--- src/rtl/core/mf33_pkg.sv ---
`default_nettype none
package mf33_pkg;

  // Geometry limits
  localparam int MAX_WIDTH  = 1024;
  localparam int MAX_HEIGHT = 4095;

  // Field widths
  localparam int PIX_W      = 8;
  localparam int FW_W       = 11;
  localparam int FH_W       = 12;
  localparam int CFG_DATA_W = 12;
  localparam int CFG_IDX_W  = 1;

  // 3x3 window
  localparam int WIN_SIDE   = 3;
  localparam int WIN_N      = 9;
  localparam int CENTER_IDX = 4;

  // Derived counter widths
  localparam int ADDR_W    = $clog2(MAX_WIDTH);
  localparam int W_W       = $clog2(MAX_WIDTH + 1);
  localparam int COL_W     = $clog2(MAX_WIDTH + 2);
  localparam int ROW_W     = FH_W;
  localparam int POS_W     = $clog2(MAX_WIDTH * MAX_HEIGHT + 1);
  localparam int K_W       = $clog2(MAX_WIDTH * MAX_HEIGHT + MAX_WIDTH + 2);
  localparam int DIV_CNT_W = $clog2(POS_W + 1);

  // Reset geometry
  localparam int RESET_EFF_W = (640 > MAX_WIDTH) ? MAX_WIDTH : 640;
  localparam logic [FW_W-1:0]  RESET_WIDTH  = FW_W'(640);
  localparam logic [FH_W-1:0]  RESET_HEIGHT = FH_W'(480);
  localparam logic [POS_W-1:0] RESET_TOTAL  = POS_W'(RESET_EFF_W * 480);

  // Register indexes
  localparam logic [CFG_IDX_W-1:0] CFG_FRAME_WIDTH  = 1'b0;
  localparam logic [CFG_IDX_W-1:0] CFG_FRAME_HEIGHT = 1'b1;

  // Request kind carried on tuser
  localparam logic REQ_DRAIN = 1'b1;

  typedef logic [PIX_W-1:0] pix_t;
  typedef logic [WIN_N-1:0][PIX_W-1:0] win_t;

  typedef enum logic [2:0] {
    CAL_IDLE,
    CAL_TOTAL,
    CAL_NORM,
    CAL_K,
    CAL_KADD,
    CAL_DIV
  } cal_state_t;

  typedef struct packed {
    logic             start;
    logic [POS_W-1:0] dividend;
    logic [W_W-1:0]   divisor;
  } div_req_t;

  typedef struct packed {
    logic             busy;
    logic [POS_W-1:0] quo;
    logic [W_W-1:0]   rem;
  } div_rsp_t;

endpackage
`default_nettype wire

--- src/rtl/core/mf33_median9.sv ---
`default_nettype none
module mf33_median9 (
  input  wire mf33_pkg::win_t             win,
  output logic [mf33_pkg::PIX_W-1:0]      med
);
  import mf33_pkg::*;

  pix_t lo  [WIN_SIDE];
  pix_t mid [WIN_SIDE];
  pix_t hi  [WIN_SIDE];

  function automatic pix_t pmin(input pix_t a, input pix_t b);
    return (a < b) ? a : b;
  endfunction

  function automatic pix_t pmax(input pix_t a, input pix_t b);
    return (a < b) ? b : a;
  endfunction

  function automatic pix_t pmed3(input pix_t a, input pix_t b, input pix_t c);
    return pmax(pmin(a, b), pmin(pmax(a, b), c));
  endfunction

  // sort each row, then max of lows, median of mids, min of highs
  always_comb begin
    for (int r = 0; r < WIN_SIDE; r++) begin
      lo[r]  = pmin(pmin(win[WIN_SIDE*r], win[WIN_SIDE*r+1]), win[WIN_SIDE*r+2]);
      mid[r] = pmed3(win[WIN_SIDE*r], win[WIN_SIDE*r+1], win[WIN_SIDE*r+2]);
      hi[r]  = pmax(pmax(win[WIN_SIDE*r], win[WIN_SIDE*r+1]), win[WIN_SIDE*r+2]);
    end
    med = pmed3(pmax(pmax(lo[0], lo[1]), lo[2]),
                pmed3(mid[0], mid[1], mid[2]),
                pmin(pmin(hi[0], hi[1]), hi[2]));
  end

endmodule
`default_nettype wire

--- config.mk ---
export PLATFORM = sky130hd
export DESIGN_NAME = mf33_median9
export DESIGN_NICKNAME = d
export VERILOG_FILES = /design/src/rtl/core/mf33_pkg.sv /design/src/rtl/core/mf33_median9.sv
export SDC_FILE = /design/constraint.sdc
export NUM_CORES = 1
export LEC_CHECK = 0
export ABC_AREA = 0
export BUFFER_PORTS_ARGS = -buffer_cell sky130_fd_sc_hd__buf_2
export CORE_ASPECT_RATIO = 1.4
export CORE_MARGIN = 3
export CORE_UTILIZATION = 60
export DETAILED_ROUTE_END_ITERATION = 10
export PLACE_DENSITY = 0.82
export SYNTH_ARGS = -nofsm -noshare
export SYNTH_HDL_FRONTEND = slang
export SYNTH_SLANG_ARGS = --single-unit
--- constraint.sdc ---
create_clock -name vclk -period 21.5
set_clock_uncertainty 0.1 [all_clocks]
set_input_delay 0 -clock vclk [all_inputs]
set_output_delay 0 -clock vclk [all_outputs]
set_load 0.01 [all_outputs]
# Yosys cells after proc, flatten, opt, wreduce, memory -nomap -nowiden
# Index checks and enable logic that the tools add are counted.
dict set report word_totals {
  n_memories 0
  romBits 0
  wordCells 52
  input_bits 72
  mem_bits_rw 0
  latchBits 0
  ff_bits 0
}
dict set report classes {
  addsub 0
  n_div 0
  eq_ne 0
  reduce_logical 0
  magnitude_cmp 22
  n_mul 0
  bitwise_logic 0
  n_shift 0
  n_mux 30
}
# op n
set ops {}
lappend ops {{$mux W8} 30}
lappend ops {{$lt A8 B8 Y1} 22}

# Longest topological paths before layout
# Gate-level depths: netlist of run 1.
dict set report depth {
  ltp_word 18
  depth_mapped 98
  depth_no_buf 88
}

# Worst setup path before layout of run 1
# OpenSTA, ideal clock, no wires.
dict set report synth_path {
  path_type {input-to-output}
  from {input port win[33] (netlist bit)}
  to {output port med[0] (netlist bit)}
  stages 86
  n_path_buf 10
  required_time_ps 21400
  slack_ps 5194
  t_arrival_ps 16206
  cell_sequence {inv_1 -> ha_1 -> a2111o_1 -> a31oi_1 -> nor2_1 -> clkbuf_1 -> o21ai_0 -> ha_1 -> a211oi_1 -> o21ai_0 -> a21oi_1 -> and2_1 -> buf_6 -> clkbuf_1 -> nor2_1 -> a21oi_1 -> ha_1 -> a21o_1 -> [50 not listed] -> a31o_2 -> and2_1 -> ha_1 -> a21o_1 -> a21oi_1 -> o21ai_0 -> o41a_2 -> buf_6 -> mux2_1 -> ha_1 -> a21o_1 -> a21o_1 -> a21oi_1 -> nand3_1 -> o31ai_4 -> buf_4 -> a21oi_1 -> nor4_2}
}
dict set report synth_via {
  elab_chain_len 18
  elab_cells_between_ends 32
  cone_classes {14 x order compare; 18 x mux}
}
# item line_no
set synth_lines {}
lappend synth_lines {{start: declaration} mf33_median9.sv:3} ;# input wire mf33_pkg::win_t win,
lappend synth_lines {{$lt A8 B8 Y1} {mf33_median9.sv:13, mf33_median9.sv:17}}
lappend synth_lines {{$mux W8} mf33_median9.sv:17} ;# return (a < b) ? b : a;
lappend synth_lines {{$lt A8 B8 Y1} {mf33_median9.sv:13, mf33_median9.sv:17}}
lappend synth_lines {{$mux W8} mf33_median9.sv:13} ;# return (a < b) ? a : b;
lappend synth_lines {{$lt A8 B8 Y1} mf33_median9.sv:17}
lappend synth_lines {{$mux W8} mf33_median9.sv:17}
lappend synth_lines {{$lt A8 B8 Y1} {mf33_median9.sv:13, mf33_median9.sv:17}}
lappend synth_lines {{$mux W8} mf33_median9.sv:17}
lappend synth_lines {{[2 not listed]} --}
lappend synth_lines {{$lt A8 B8 Y1} mf33_median9.sv:17}
lappend synth_lines {{$mux W8} mf33_median9.sv:17}
lappend synth_lines {{$lt A8 B8 Y1} {mf33_median9.sv:13, mf33_median9.sv:17}}
lappend synth_lines {{$mux W8} mf33_median9.sv:17}
lappend synth_lines {{$lt A8 B8 Y1} mf33_median9.sv:13}
lappend synth_lines {{$mux W8} mf33_median9.sv:13}
lappend synth_lines {{$lt A8 B8 Y1} mf33_median9.sv:17}
lappend synth_lines {{$mux W8 *} mf33_median9.sv:17}
lappend synth_lines {{end: declaration} mf33_median9.sv:4} ;# output logic [mf33_pkg::PIX_W-1:0] med
# Every way passes the cells marked *; elsewhere a longest branch is shown, timed or not.

# Final worst setup path of run 1
# Same ends and word-level chain as after synthesis.

==> metrics.yaml, run 1 <==
use_met3_pct: 2.22
cts_resized: 0
place.port_buffers: 80
synth_top_area_share_pct: 25.4
worst_pin_slew_ns: 1.05
nClkBuffers: 0
nNetsFinal: 1312
cp_max_fo: 24
holdPathEnd: "med[2]"
avgViaCountPerCell: 6.33
area_delta_synth_final_pct: 6.55
final_cell_mix: "ha_1, o21ai_0, nand2_1"
critPathBufInv: 6
yosys_warnings: 0
grt_pass1_wl_um: 33600
grt-ovfl-total: 0
drc: 0
syn_avg_cell_area_um2: 6.91
max_freq_mhz: 53.1
die_w_um: 98.4
critPathLaunchType: "input port"
dieHeight_um: 135
routedWlPerCell_um: 16.4
setup_viol: 0
slowest_stage: "o311ai_4"
postRouteWirelength_um: 20300
synth_nets: 1257
max_stage_delay_ns: 0.83
nFlopsAndLatches: 0
rows: 46
track_usage_pct: 29.5
drv_slew: 0
dp_cells: 1236
crit_top_cell: "a21oi_1"
dp_hpwl_um: 17600
seq_area_um2: 0
post-route-min-period_ns: 18.84
synthesis.area_mm2: 0.00718
synth_top_area_cell: "ha_1"
hold_depth: 8
rsz0062_at_grt: "false"
grt_max_degree: 25
die_area_mm2: 0.0133
ys_top_cells_by_area: "ha_1, mux2i_1, o21ai_0"
start_util_pct: 62.4
required_ns: 21.40
diodes: 0
max_slew_margin_pct: 29.8
cts.hold.buffers_added: 0
path_delay_family: "compound AO/OA/AOI/OAI gates"
antenna_found_initial: 0
layout-drive-gt1-share_pct: 12.1
post_cts_buffers: 0
antenna_left: 0
finalCritPeriodShare_pct: 87.6
final_util_pct: 66.4
layout_commonest_cell: "ha_1"
drv_cap: 0
met1_usage_pct: 35.5
top_usage_layer: "met2"
ios: 80
hp-class: "in -> out"
worst_setup_path_end_kind: "output pin"
final_cells: 1236
gp_congestion: 0.980
num_vias: 7822
grt_pass1_vias: 7395
syn_inst: 1039
hold_viol: 0
ys_seq_area_share_pct: 0
core_area_mm2: 0.0115
netlist-cell-type-count: 83
dr.pass1.iters: 5
drtIter0Drc: 540
grtUsageMet2_pct: 53.7
hp-start: "win[66]"
whs_ns: 0.751
status: "finished, final reports clean"
setup_tns_ns: 0
arrival_ns: 18.74
crit_type: "in -> out"
## per-stage QoR
stage,cell area (um2),setup WS (ns)
2_1_floorplan,7180,5.19
3_3_place_gp,7650,3.22
3_5_place_dp,7650,2.96
4_1_cts,7650,2.94
5_1_grt,7650,0.737
6_report,7650,2.66
## worst min-delay path: cells and delay by family
family | cells | cell delay (ns)
AO/OA/AOI/OAI | 3 | 0.33
buffers and inverters | 2 | 0.22
AND/OR/NAND/NOR | 2 | 0.19
multiplexers | 1 | 0.10
## how the worst max path moves through the flow
stage	startpoint	to	slack, ns	cells past startpoint
after global placement	win[33]	med[0]	3.22	77
final	win[33]	med[0]	2.66	77
after detailed placement	win[33]	med[0]	2.96	77
after CTS	win[33]	med[0]	2.94	77
after floorplan	win[33]	med[0]	5.19	86
after global routing	win[33]	med[0]	0.74	77
## area by class of cell
type,instances,area [um2]
inverter,105,394
tap,144,180
multi-input combinational,904,6650
timing repair buffer,83,423
fill,1097,3860
## cells in the mapped netlist (all sizes together) (6+ instances only)
master	count
ha	146
o21ai	134
nand2	124
inv	105
a21oi	89
mux2i	80
nor2	63
a21o	28
mux2	26
nand3	22
clkbuf	21
o21a	14
nand2b	13
nand4	13
a211oi	10
buf	9
nor2b	9
a211o	8
and3	8
o211ai	8
a21boi	7
nor3	7
o31ai	7
a31oi	6
or2	6
## layer usage
metal	wire (um)	share of wire [%]	up-vias
li1	-	-	3941
met2	10000	49	282
met1	8220	40	3526
met4	861	4.2	0
met5	0	0	-
met3	1190	5.9	73
## cells by family after synthesis
family	after synthesis	share of synthesized area [%]
AND/OR/NAND/NOR	289	18.9
buffers and inverters	135	7.43
adder cells (fa/ha/maj)	151	26.1
multiplexers	106	15.2
AO/OA/AOI/OAI	356	32.0
XOR/XNOR	2	0.244
Power of run 1 is not shown: default switching activity piles up to over one toggle a cycle in this logic, so the estimate is an artifact.
==> inputs of run 2 (changes only) <==
RECOVER_POWER = 50   (was not set)
==> run 2 against run 1 <==
  * Global-route usage stayed put
  * Maximum frequency is 1.5% lower
  * Flip-flop and latch count stayed put
  * First-iteration DRC count stayed put
  * Setup slack worse by 0.28 ns
  * Design area stayed put
  * Final cell count stayed put
  * Sequential share of layout area stayed put
  * Non-clock buffer count stayed put
  * Die area stayed put
  * Critical endpoint unchanged
  * Largest cell class unchanged
==> metrics.yaml, run 2 (synthesis results as in run 1) <==
dp_hpwl_um: 17600  # unchanged
final_cells: 1236  # unchanged
rows: 46  # unchanged
grt-ovfl-total: 0  # unchanged
required_ns: 21.40  # about the same
routedWlPerCell_um: 16.5  # +0.11%
multiInputGateArea_mm2: 0.00665  # unchanged
grt_max_degree: 25  # unchanged
setup_tns_ns: 0  # unchanged
path_delay_family: "compound AO/OA/AOI/OAI gates"
area_delta_synth_final_pct: 6.55  # unchanged
dieHeight_um: 135  # unchanged
antenna_found_initial: 0  # unchanged
max_stage_delay_ns: 0.83  # about the same
crit_top_cell: "a21oi_1"
status: "finished, final reports clean"
die_area_mm2: 0.0133  # unchanged
drtIter0Drc: 540  # unchanged
fin_ws_ns: 2.39  # -0.279 ns
final_cell_mix: "ha_1, o21ai_0, nand2_1"
num_vias: 7849  # +0.35%
dp_cells: 1236  # unchanged
post-route-min-period_ns: 19.11  # +0.279 ns
core_area_mm2: 0.0115  # unchanged
critPathBufInv: 6  # unchanged
track_usage_pct: 29.5  # unchanged
ios: 80  # unchanged
gp_congestion: 0.980  # unchanged
max_slew_margin_pct: 29.2  # -0.64 points
n_fill_cell: 1097  # unchanged
hold_depth: 8  # unchanged
holdPathEnd: "med[2]"
slowest_stage: "o311ai_4"
nNetsFinal: 1312  # unchanged
nClkBuffers: 0  # unchanged
layout-drive-gt1-share_pct: 12.1  # unchanged
use_met3_pct: 2.22  # unchanged
worst_pin_slew_ns: 1.06  # +0.00953 ns
die_w_um: 98.4  # unchanged
worst_setup_path_end_kind: "output pin"
grt_pass1_vias: 7395  # unchanged
grt_pass1_wl_um: 33600  # unchanged
place.port_buffers: 80  # unchanged
setup_viol: 0  # unchanged
nFlopsAndLatches: 0  # unchanged
drv_slew: 0  # unchanged
cp_max_fo: 24  # unchanged
drv_cap: 0  # unchanged
seq_area_um2: 0  # unchanged
hp-class: "in -> out"
hold_viol: 0  # unchanged
critPathLaunchType: "input port"
finalCritPeriodShare_pct: 88.9  # +1.3 points
met1_usage_pct: 35.5  # unchanged
avgViaCountPerCell: 6.35  # +0.35%
max_freq_mhz: 52.3  # -1.5%
post_cts_buffers: 0  # unchanged
cts.hold.buffers_added: 0  # unchanged
antenna_left: 0  # unchanged
top_usage_layer: "met2"
drc: 0  # unchanged
start_util_pct: 62.4  # unchanged
crit_type: "in -> out"
diodes: 0  # unchanged
hp-start: "win[66]"
grtUsageMet2_pct: 53.7  # unchanged
rsz0062_at_grt: "false"
cts_resized: 0  # unchanged
layout_commonest_cell: "ha_1"
arrival_ns: 19.01  # +0.27 ns
dr.pass1.iters: 6  # +1
postRouteWirelength_um: 20300  # +0.11%
place_ws_ns: 2.96  # unchanged
-- run 2: how the worst max path moves through the flow --
stage	startpoint	end	slack (ns)	cells past startpoint
finish	win[33]	med[0]	2.39	77
global route	win[33]	med[0]	0.51	77
CTS	win[33]	med[0]	2.94	77
detailed placement	win[33]	med[0]	2.96	77
global placement	win[33]	med[0]	3.22	77
floorplan	win[33]	med[0]	5.19	86
-- run 2: layout make-up --
class,instances,area share [%]
Timing Repair Buffer,83,5.53
Tap cell,144,2.36
Multi-Input combinational cell,904,87.0
Inverter,105,5.15
-- run 2: stage by stage --
stage | util (%) | instance area, um2 | hold slack, ns
2_1_floorplan | - | 7180 | 0.428
3_3_place_gp | 66.4 | 7650 | 0.738
3_5_place_dp | 66.4 | 7650 | 0.744
4_1_cts | 66.4 | 7650 | 0.749
5_1_grt | 66.4 | 7650 | 0.824
6_report | 66.4 | 7650 | 0.751
-- run 2: per-layer routing --
metal	up-vias	routed length [um]
met3	71	1190
met5	-	0
met1	3542	8240
met4	0	859
met2	295	10000
li1	3941	-
-- run 2: tightest hold or removal path, stage by stage --
cell,delay (ns)
buf_2,0.10
mux2i_1,0.10
nor2_1,0.10
a21oi_1,0.08
nand2_1,0.09
a21o_1,0.13
a31o_1,0.12
buf_2,0.12
Power of run 2 is left out for the same reason.
