### src/rtl/core/mf33_pkg.sv
`default_nettype none
package mf33_pkg;

  // Geometry limits
  localparam int MAX_WIDTH  = 1024;
  localparam int MAX_HEIGHT = 4095;

  // Field widths
  localparam int PIX_W      = 8;
  localparam int FW_W       = 11;
  localparam int FH_W       = 12;
  localparam int CFG_DATA_W = 12;
  localparam int CFG_IDX_W  = 1;

  // 3x3 window
  localparam int WIN_SIDE   = 3;
  localparam int WIN_N      = 9;
  localparam int CENTER_IDX = 4;

  // Derived counter widths
  localparam int ADDR_W    = $clog2(MAX_WIDTH);
  localparam int W_W       = $clog2(MAX_WIDTH + 1);
  localparam int COL_W     = $clog2(MAX_WIDTH + 2);
  localparam int ROW_W     = FH_W;
  localparam int POS_W     = $clog2(MAX_WIDTH * MAX_HEIGHT + 1);
  localparam int K_W       = $clog2(MAX_WIDTH * MAX_HEIGHT + MAX_WIDTH + 2);
  localparam int DIV_CNT_W = $clog2(POS_W + 1);

  // Reset geometry
  localparam int RESET_EFF_W = (640 > MAX_WIDTH) ? MAX_WIDTH : 640;
  localparam logic [FW_W-1:0]  RESET_WIDTH  = FW_W'(640);
  localparam logic [FH_W-1:0]  RESET_HEIGHT = FH_W'(480);
  localparam logic [POS_W-1:0] RESET_TOTAL  = POS_W'(RESET_EFF_W * 480);

  // Register indexes
  localparam logic [CFG_IDX_W-1:0] CFG_FRAME_WIDTH  = 1'b0;
  localparam logic [CFG_IDX_W-1:0] CFG_FRAME_HEIGHT = 1'b1;

  // Request kind carried on tuser
  localparam logic REQ_DRAIN = 1'b1;

  typedef logic [PIX_W-1:0] pix_t;
  typedef logic [WIN_N-1:0][PIX_W-1:0] win_t;

  typedef enum logic [2:0] {
    CAL_IDLE,
    CAL_TOTAL,
    CAL_NORM,
    CAL_K,
    CAL_KADD,
    CAL_DIV
  } cal_state_t;

  typedef struct packed {
    logic             start;
    logic [POS_W-1:0] dividend;
    logic [W_W-1:0]   divisor;
  } div_req_t;

  typedef struct packed {
    logic             busy;
    logic [POS_W-1:0] quo;
    logic [W_W-1:0]   rem;
  } div_rsp_t;

endpackage
`default_nettype wire

### src/rtl/core/mf33_div.sv
`default_nettype none
module mf33_div (
  input  wire logic               clk,
  input  wire logic               rst,
  input  wire mf33_pkg::div_req_t req,
  output mf33_pkg::div_rsp_t      rsp
);
  import mf33_pkg::*;

  logic                 busy;
  logic [DIV_CNT_W-1:0] cnt;
  logic [POS_W-1:0]     quo;
  logic [W_W-1:0]       rem;
  logic [W_W-1:0]       divisor;
  logic [W_W:0]         rem_shift;
  logic                 fits;

  // restoring division, one quotient bit per cycle
  always_comb begin
    rem_shift = {rem, quo[POS_W-1]};
    fits      = (rem_shift >= {1'b0, divisor});
  end

  always_ff @(posedge clk) begin
    if (rst) begin
      busy <= 1'b0;
      cnt  <= '0;
    end else if (req.start) begin
      busy <= 1'b1;
      cnt  <= DIV_CNT_W'(POS_W);
    end else if (busy) begin
      cnt <= cnt - DIV_CNT_W'(1);
      if (cnt == DIV_CNT_W'(1)) begin
        busy <= 1'b0;
      end
    end
  end

  always_ff @(posedge clk) begin
    if (req.start) begin
      quo     <= req.dividend;
      rem     <= '0;
      divisor <= req.divisor;
    end else if (busy) begin
      quo <= {quo[POS_W-2:0], fits};
      if (fits) begin
        rem <= W_W'(rem_shift - {1'b0, divisor});
      end else begin
        rem <= rem_shift[W_W-1:0];
      end
    end
  end

  assign rsp.busy = busy;
  assign rsp.quo  = quo;
  assign rsp.rem  = rem;

endmodule
`default_nettype wire

### config.mk
export PLATFORM = sky130hd
export DESIGN_NAME = mf33_div
export DESIGN_NICKNAME = d
export VERILOG_FILES = /design/src/rtl/core/mf33_pkg.sv /design/src/rtl/core/mf33_div.sv
export SDC_FILE = /design/constraint.sdc
export NUM_CORES = 1
export LEC_CHECK = 0
export BUFFER_PORTS_ARGS = -buffer_cell sky130_fd_sc_hd__buf_4
export CORE_AREA = 2 2 75 77
export DETAILED_ROUTE_END_ITERATION = 10
export DIE_AREA = 0 0 77 79
export PLACE_DENSITY_LB_ADDON = 0.3
export SKIP_CTS_REPAIR_TIMING = 1
export SLEW_MARGIN = 0
export SYNTH_ARGS = -nofsm -noshare
export SYNTH_HDL_FRONTEND = slang
export SYNTH_SLANG_ARGS = --single-unit
### constraint.sdc
create_clock -name clk -period 2.4 [get_ports clk]
set_input_delay 0.48 -clock clk [delete_from_list [all_inputs] [get_ports clk]]
set_output_delay 0.48 -clock clk [all_outputs]
set_load 0.005 [all_outputs]
### Word level (Yosys, flattened, before mapping)

Index checks and enable logic that the tools add are counted.

| word-level totals | value |
|---|---|
| register bits | 50 |
| word-level logic and storage cells | 20 |
| bits of input ports | 36 |
| output and inout bits | 34 |

| operators by class | value |
|---|---|
| equal/unequal tests | 1 |
| mux-type cells | 8 |
| add/subtract/negate cells | 2 |
| $lt $le $gt $ge | 1 |
| reduce and logical (&&, ||, !) cells | 2 |

Operators by type and width:

| operator | number |
|---|---|
| $mux 22 | 2 |
| $ge 12x11->1 | 1 |
| $mux 11 | 1 |
| $sub 11x11->11 | 1 |
| $mux 5 | 2 |
| $eq 5x1->1 const B | 1 |
| $sub 5x1->5 const B | 1 |
| $mux 1 | 3 |
| $reduce_bool 2->1 | 1 |
| $reduce_or 2->1 | 1 |

### Depth between registers and ports, before layout

Gate-level depths: netlist of run 1.

| logic depth | value |
|---|---|
| depth in word-level cells | 4 |
| mapped depth | 10 |

### Least setup slack after synthesis of run 1

OpenSTA, ideal clock, no wires.

| timing | value |
|---|---|
| path kind | register -> register |
| start point | register quo[21] |
| end point | register rem[0] |
| setup slack | 175 ps |
| data required time | 2321 ps |
| cell stages (with the launch flop) | 10 |
| buffers on the path | 0 |
| setup time | 79 ps |
| arrival | 2145 ps |
| cells stage by stage | edfxtp_1 -> inv_1 -> ha_1 -> fa_1 -> nor2b_4 -> o31a_1 -> o21ai_4 -> o21ai_4 -> mux2_4 -> a211oi_2 |

| on the way | value |
|---|---|
| word-level cells in the longest chain between the ends | 2 |
| elaborated cells between the ends (all ways) | 3 |
| those cells by class | 1 x add/sub; 1 x order compare; 1 x mux |

Ends and longest elaborated chain:

| element | line | source |
|---|---|---|
| start, declared | mf33_div.sv:12 | `logic [POS_W-1:0] quo;` |
| start signal, assigned | mf33_div.sv:41 | `quo <= req.dividend;` |
| start signal, assigned | mf33_div.sv:45 | `quo <= {quo[POS_W-2:0], fits};` |
| $sub 11x11->11 or $ge 12x11->1 (tied branches) | mf33_div.sv:47, mf33_div.sv:21 |  |
| $mux 11 (*) | mf33_div.sv:46 | `if (fits) begin` |
| end signal, assigned | mf33_div.sv:47 | `rem <= W_W'(rem_shift - {1'b0, divisor});` |
| end signal, assigned | mf33_div.sv:49 | `rem <= rem_shift[W_W-1:0];` |
| end, declared | mf33_div.sv:13 | `logic [W_W-1:0] rem;` |

Mark *: on every way between the ends. The rest lies on a longest branch, timed or not.
A chain may end at the register's enable or synchronous reset.

### Final worst setup path of run 1

| timing | value |
|---|---|
| start point | register quo[21] |
| end point | register rem[2] |

Same word-level chain as after synthesis.

==> results.yml, run 1 <==
sta:
  hold_viol: 0
  rsz0062_at_grt: "true"
  fmax_mhz: 432.8
  finalMaxSlewViolations: 0
  slew_headroom_pct: 65.59
  tightest_slew_ns: 0.5161
  fin_setup_tns_ns: 0
  skew_ns: 0.01044
  post-route-min-period_ns: 2.311
  setup_viol: 0
  period_share_pct: 96.28
pwr:
  switching_share_pct: 28.48
  vdd_drop_max_mv: 0.4597
  power_leakage_uw: 0.001452
  seq_power_share_pct: 47.7
  powerDensity_nw_per_um2: 646.1
  comb_power_share_pct: 29.0
  clkPwrFrac_pct: 23.3
  p_switching_uw: 636.5
  p_int_uw: 1598
synth:
  synth_ff_type: "edfxtp_1"
  synth_top_cell_area_share_pct: 36.99
  ys_seq_area_share_pct: 49.70
  synthArstFlopShare_pct: 0
  synth_cell_types: 49
  syn_inst: 230
  synth.area.top_cells: "edfxtp_1 37%, dfxtp_1 13%, ha_1 6.1%"
  synthesis.nets: 280
  ys_seq_elements: 50
  syn_avg_cell_area_sq_um: 11.65
  synth-edff-count: 33
  yosysWarnings: 0
  yosys.area.top_type: "edfxtp_1"
  synthesis.area_sq_um: 2679
final_layout:
  fill_cells: 455
  diodes: 0
  final_area_sq_um: 3458
  syn2layout_area_growth_pct: 29.10
  drive_gt1_share_pct: 39.09
  layout_common_cells: "80 x buf_4, 33 x edfxtp_1, 25 x nor2_1, 17 x dfxtp_1, 15 x inv_1"
  final_common_cell: "buf_4"
  final_util_pct: 64.79
  nets: 356
flow_run:
  max_cap_viol_count: 0
setup_path:
  cpMostUsedCell: "o21ai_4"
  cpPeakStageDelay_ns: 0.42
  crit_chain: "inv_1 > ha_2 > fa_2 > nor2b_4 > o31a_1 > o21ai_4 > o21ai_4 > buf_12 > mux2i_2 > a211oi_2"
  worstPathMaxFanout: 9
  cp-end-kind: "flip-flop"
  crit_type: "flip-flop to flip-flop"
  path_buf_inv: 2
  start_kind: "flip-flop"
  crit_required_ns: 2.59
  worst_ep_arrival_time_ns: 2.50
  critical-path-slowest-cell: "fa_2"
  critical_path.top_delay_family: "compound AO/OA/AOI/OAI gates"
clocking:
  cts_tree: "yes"
  htreeDepth: 2
  cts.sinks: 50
  root_buffer: "clkbuf_8"
  clock_latency_ns: 0.30
  numCtsBuffers: 5
  cts_buffer_depth: 2
  path_clk_slew_ns: 0.10
route:
  drc_errors: 0
  wl_met1_microns: 2263
  wl_met3_microns: 233
  drt_iter0_markers: 62
  met2RoutedLength_microns: 2620
  ant_nets: 0
  dr.pass1.iters: 4
  highest_layer: "met4"
  routedWlPerCell_microns: 13.69
  routed_wl_microns: 5188
  vias: 1967
  viasPerCell: 5.190
placed_design:
  gp_congestion: 0.7956
  port_buffers: 69
  dp_hpwl_microns: 3693
  place_area_sq_um: 3306
die:
  die_area_sq_um: 6083
  pin_count: 70
  fp.dieH_microns: 79
  rows: 27
  coreArea_sq_um: 5338
  die-width_microns: 77
  start_util_pct: 50.19
grt:
  grt_pass1_wl_microns: 8576
  antenna_found_initial: 0
  gr-total-overflow: 0
  grt_pass1_vias: 1913
  track_usage_pct: 17.77
  grt_max_degree: 24
run_status:
  outcome: "completed"
worst_hold_path:
  min-delay-path-class: "primary input to flip-flop"
-- kinds of logic (layout without fill, tap and decap cells) --
family | Yosys count | after routing | share of synthesized area, %
flops | 50 | 50 | 49.70
fa+ha+maj | 14 | 14 | 6.819
simple gates | 61 | 61 | 13.31
compound gates | 39 | 39 | 10.42
xor+xnor | 9 | 9 | 2.943
mux | 30 | 30 | 12.42
buf+inv | 27 | 104 | 4.390
-- through the flow --
stage / hold slack (ns) / setup slack, ns / std cells / power (uW)
after global placement: 0.5153 / 0.1299 / 368 / 1694
after detailed placement: 0.5247 / 0.06005 / 368 / 1704
after CTS: 0.3357 / 0.03768 / 376 / 2229
after floorplan: 0.5012 / 0.1755 / 230 / 1470
after global routing: 0.3298 / -0.05235 / 379 / 2358
final: 0.3429 / 0.08923 / 379 / 2234
-- layout make-up --
type,count,area [sq um],share of cell area [%]
Sequential cell,50,1331,38.49
Clock buffer,6,82.58,2.388
Multi-Input combinational cell,153,1260,36.43
Clock inverter,2,17.52,0.5065
Inverter,15,56.30,1.628
Tap cell,72,90.09,2.605
Timing Repair Buffer,81,620.6,17.94
-- flip-flops by register name, summed over array words and instances (netlist names) --
signal,count
rem,11
busy,1
divisor,11
cnt,5
quo,22
-- worst paths after layout --
path	startpoint	to	slack, ns	cells after the start
setup reg to reg	quo[21]	rem[2]	0.09	10
setup / recovery	quo[21]	rem[2]	0.09	10
hold / removal	req[1]	divisor[1]	0.34	1
hold reg to reg	rem[4]	rem[4]	0.53	2
-- layer usage --
metal / vias to the layer above / track usage (%)
met5: - / 0
met4: 0 / 5.893
met3: 5 / 3.864
met2: 41 / 31.05
met1: 937 / 21.98
li1: 984 / -
-- power by group through the flow --
stage / logic [uW] / clock network, uW / registers [uW]
final: 647 / 521 / 1070
after global routing: 712 / 566 / 1080
after CTS: 623 / 539 / 1070
after detailed placement: 617 / 0 / 1090
after global placement: 611 / 0 / 1080
after floorplan: 389 / 0 / 1080
-- synth_stat cells, types with 2 or more instances --
| cell type | count |
|---|---|
| edfxtp_1 | 33 |
| nor2_1 | 25 |
| dfxtp_1 | 17 |
| inv_1 | 15 |
| ha_1 | 13 |
| mux2_2 | 13 |
| mux2_1 | 9 |
| a21oi_1 | 8 |
| nand2_1 | 8 |
| xnor2_1 | 8 |
| a211oi_1 | 7 |
| mux2i_1 | 7 |
| buf_1 | 4 |
| clkbuf_1 | 4 |
| nand2b_1 | 4 |
| nor3_1 | 4 |
| o21ai_0 | 4 |
| o21ai_1 | 4 |
| o211ai_1 | 3 |
| a311oi_1 | 2 |
| buf_4 | 2 |
| nand3_1 | 2 |
| nor4_4 | 2 |
| nor4bb_1 | 2 |
| o21a_1 | 2 |
| o21ai_4 | 2 |
| o22ai_1 | 2 |
| o31a_1 | 2 |
| or3_1 | 2 |
-- worst register-to-register path: stages (launching register included) --
cell and delay, ns:
edfxtp_1 0.36, inv_1 0.06, ha_2 0.20, fa_2 0.42
nor2b_4 0.12, o31a_1 0.22, o21ai_4 0.08, o21ai_4 0.25
buf_12 0.17, mux2i_2 0.23, a211oi_2 0.09
Note: power is estimated with default switching activity, not from simulation.
==> inputs of run 2 (changes only) <==
--- a/constraint.sdc
+++ b/constraint.sdc
@@ -3,2 +3,2 @@
 set_output_delay 0.48 -clock clk [all_outputs]
-set_load 0.005 [all_outputs]
+set_load 0.05 [all_outputs]
==> run 2 against run 1 <==
Critical path depth unchanged. Combinational power increased by 31%. Sequential share of layout area grew 0.37 points. Clock skew down 0.0067 ns. Die area unchanged. Hold slack lost 0.0034 ns. Cell count shrank 0.26%. Utilization down 0.61 points. Clock power fell by 2%.
==> results.yml, run 2 (same netlist as run 1, synthesis figures left out) <==
run_status:
  outcome: "completed"
worst_hold_path:
  min-delay-path-class: "primary input to flip-flop"
  min_from: "req[3]"
  hold_depth: 1
  whs_endpoint: "divisor[3]"
route:
  routedWlPerCell_microns: 14.52
  vias: 2018
  dr.pass1.iters: 4
  routed_wl_microns: 5488
  viasPerCell: 5.339
  drc_errors: 0
  drt_iter0_markers: 84
  ant_nets: 0
die:
  die_area_sq_um: 6083
  pin_count: 70
  coreArea_sq_um: 5338
  die-width_microns: 77
  start_util_pct: 50.19
  fp.dieH_microns: 79
  rows: 27
placed_design:
  port_buffers: 69
  place_area_sq_um: 3288
  gp_congestion: 0.8276
  dp_hpwl_microns: 3889
setup_path:
  worst_ep_arrival_time_ns: 2.53
  reg2reg_from: "quo[21]"
  worstPathMaxFanout: 5
  cp-end-kind: "flip-flop"
  timing.rr.end: "rem[1]"
  crit_required_ns: 2.60
  reg2reg_slack_ns: 0.07
  crit_type: "flip-flop to flip-flop"
  rr_worst_depth: 10
  start_kind: "flip-flop"
final_layout:
  layout_common_cells: "79 x buf_4, 33 x edfxtp_1, 25 x nor2_1, 17 x dfxtp_1, 15 x inv_1"
  nets: 355
  drive_gt1_share_pct: 36.93
  final_area_sq_um: 3426
  largest_reg_flops: 22
  largestRegisters: "quo (22), divisor (11), rem (11)"
  final_util_pct: 64.18
  regMostFlops: "quo"
  final_common_cell: "buf_4"
  diodes: 0
  fill_cells: 448
  syn2layout_area_growth_pct: 27.88
clocking:
  cts_tree: "yes"
  cts_buffer_depth: 2
  clock_latency_ns: 0.31
  htreeDepth: 2
  numCtsBuffers: 5
  cts.sinks: 50
  root_buffer: "clkbuf_8"
  path_clk_slew_ns: 0.10
grt:
  gr-total-overflow: 0
  antenna_found_initial: 0
  grt_max_degree: 38
  track_usage_pct: 18.62
  grt_pass1_wl_microns: 9011
  grt_pass1_vias: 1939
pwr:
  powerDensity_nw_per_um2: 707.4
  vdd_drop_max_mv: 0.3632
  power_leakage_uw: 0.001442
sta:
  tightest_slew_ns: 0.5218
  setup_viol: 0
  holdWs_ns: 0.3395
  fin_setup_tns_ns: 0
  skew_ns: 0.003737
  slew_headroom_pct: 65.22
  period_share_pct: 97.05
  post-route-min-period_ns: 2.329
  finalMaxSlewViolations: 0
  hold_viol: 0
  fmax_mhz: 429.3
flow_run:
  max_cap_viol_count: 0
run 2: metal layers:
layer	vias to the layer above	GRT usage [%]	routed length [microns]
li1	985	-	-
met1	959	23.12	2394
met2	69	31.23	2654
met3	5	6.136	396
met4	0	5.357	44
met5	-	0	0
run 2: how the worst max path moves through the flow:
stage	startpoint	slack (ns)	end	cells past startpoint
detailed placement	quo[21]	-0.04	rem[0]	9
finish	quo[21]	0.07	rem[1]	10
floorplan	quo[21]	-0.11	quo[0]	9
global route	divisor[0]	-0.007	rem[1]	9
CTS	quo[21]	-0.08	rem[0]	9
global placement	quo[21]	0.03	rem[0]	9
run 2: where the power goes:
| part | switching [uW] | internal, uW |
|---|---|---|
| combinational | 499 | 346 |
| clock | 304 | 206 |
| sequential | 55.2 | 1010 |
run 2: per-stage QoR:
stage | std cells | power, uW | worst slack, ns
3_5_place_dp | 365 | 1902 | -0.03857
6_report | 378 | 2423 | 0.07071
4_1_cts | 373 | 2416 | -0.08367
5_1_grt | 378 | 2536 | -0.007438
3_3_place_gp | 365 | 1890 | 0.02852
2_1_floorplan | 230 | 1678 | -0.1109
run 2: final cells by class:
| type | count | area (sq um) | area share (%) |
|---|---|---|---|
| clock inverter | 3 | 21.27 | 0.6209 |
| tap | 72 | 90.09 | 2.630 |
| multi-input combinational | 153 | 1245 | 36.34 |
| sequential | 50 | 1331 | 38.86 |
| inverter | 15 | 56.30 | 1.644 |
| clock buffer | 5 | 68.82 | 2.009 |
| timing repair buffer | 80 | 613.1 | 17.90 |
run 2: worst max-delay path: stages (launching register included):
cell      delay, ns
edfxtp_1       0.37
inv_1          0.08
ha_4           0.17
fa_2           0.42
nor2b_4        0.13
o31a_1         0.20
o21ai_4        0.08
o21ai_4        0.20
buf_4          0.18
nor3_1         0.04
or3_1          0.34
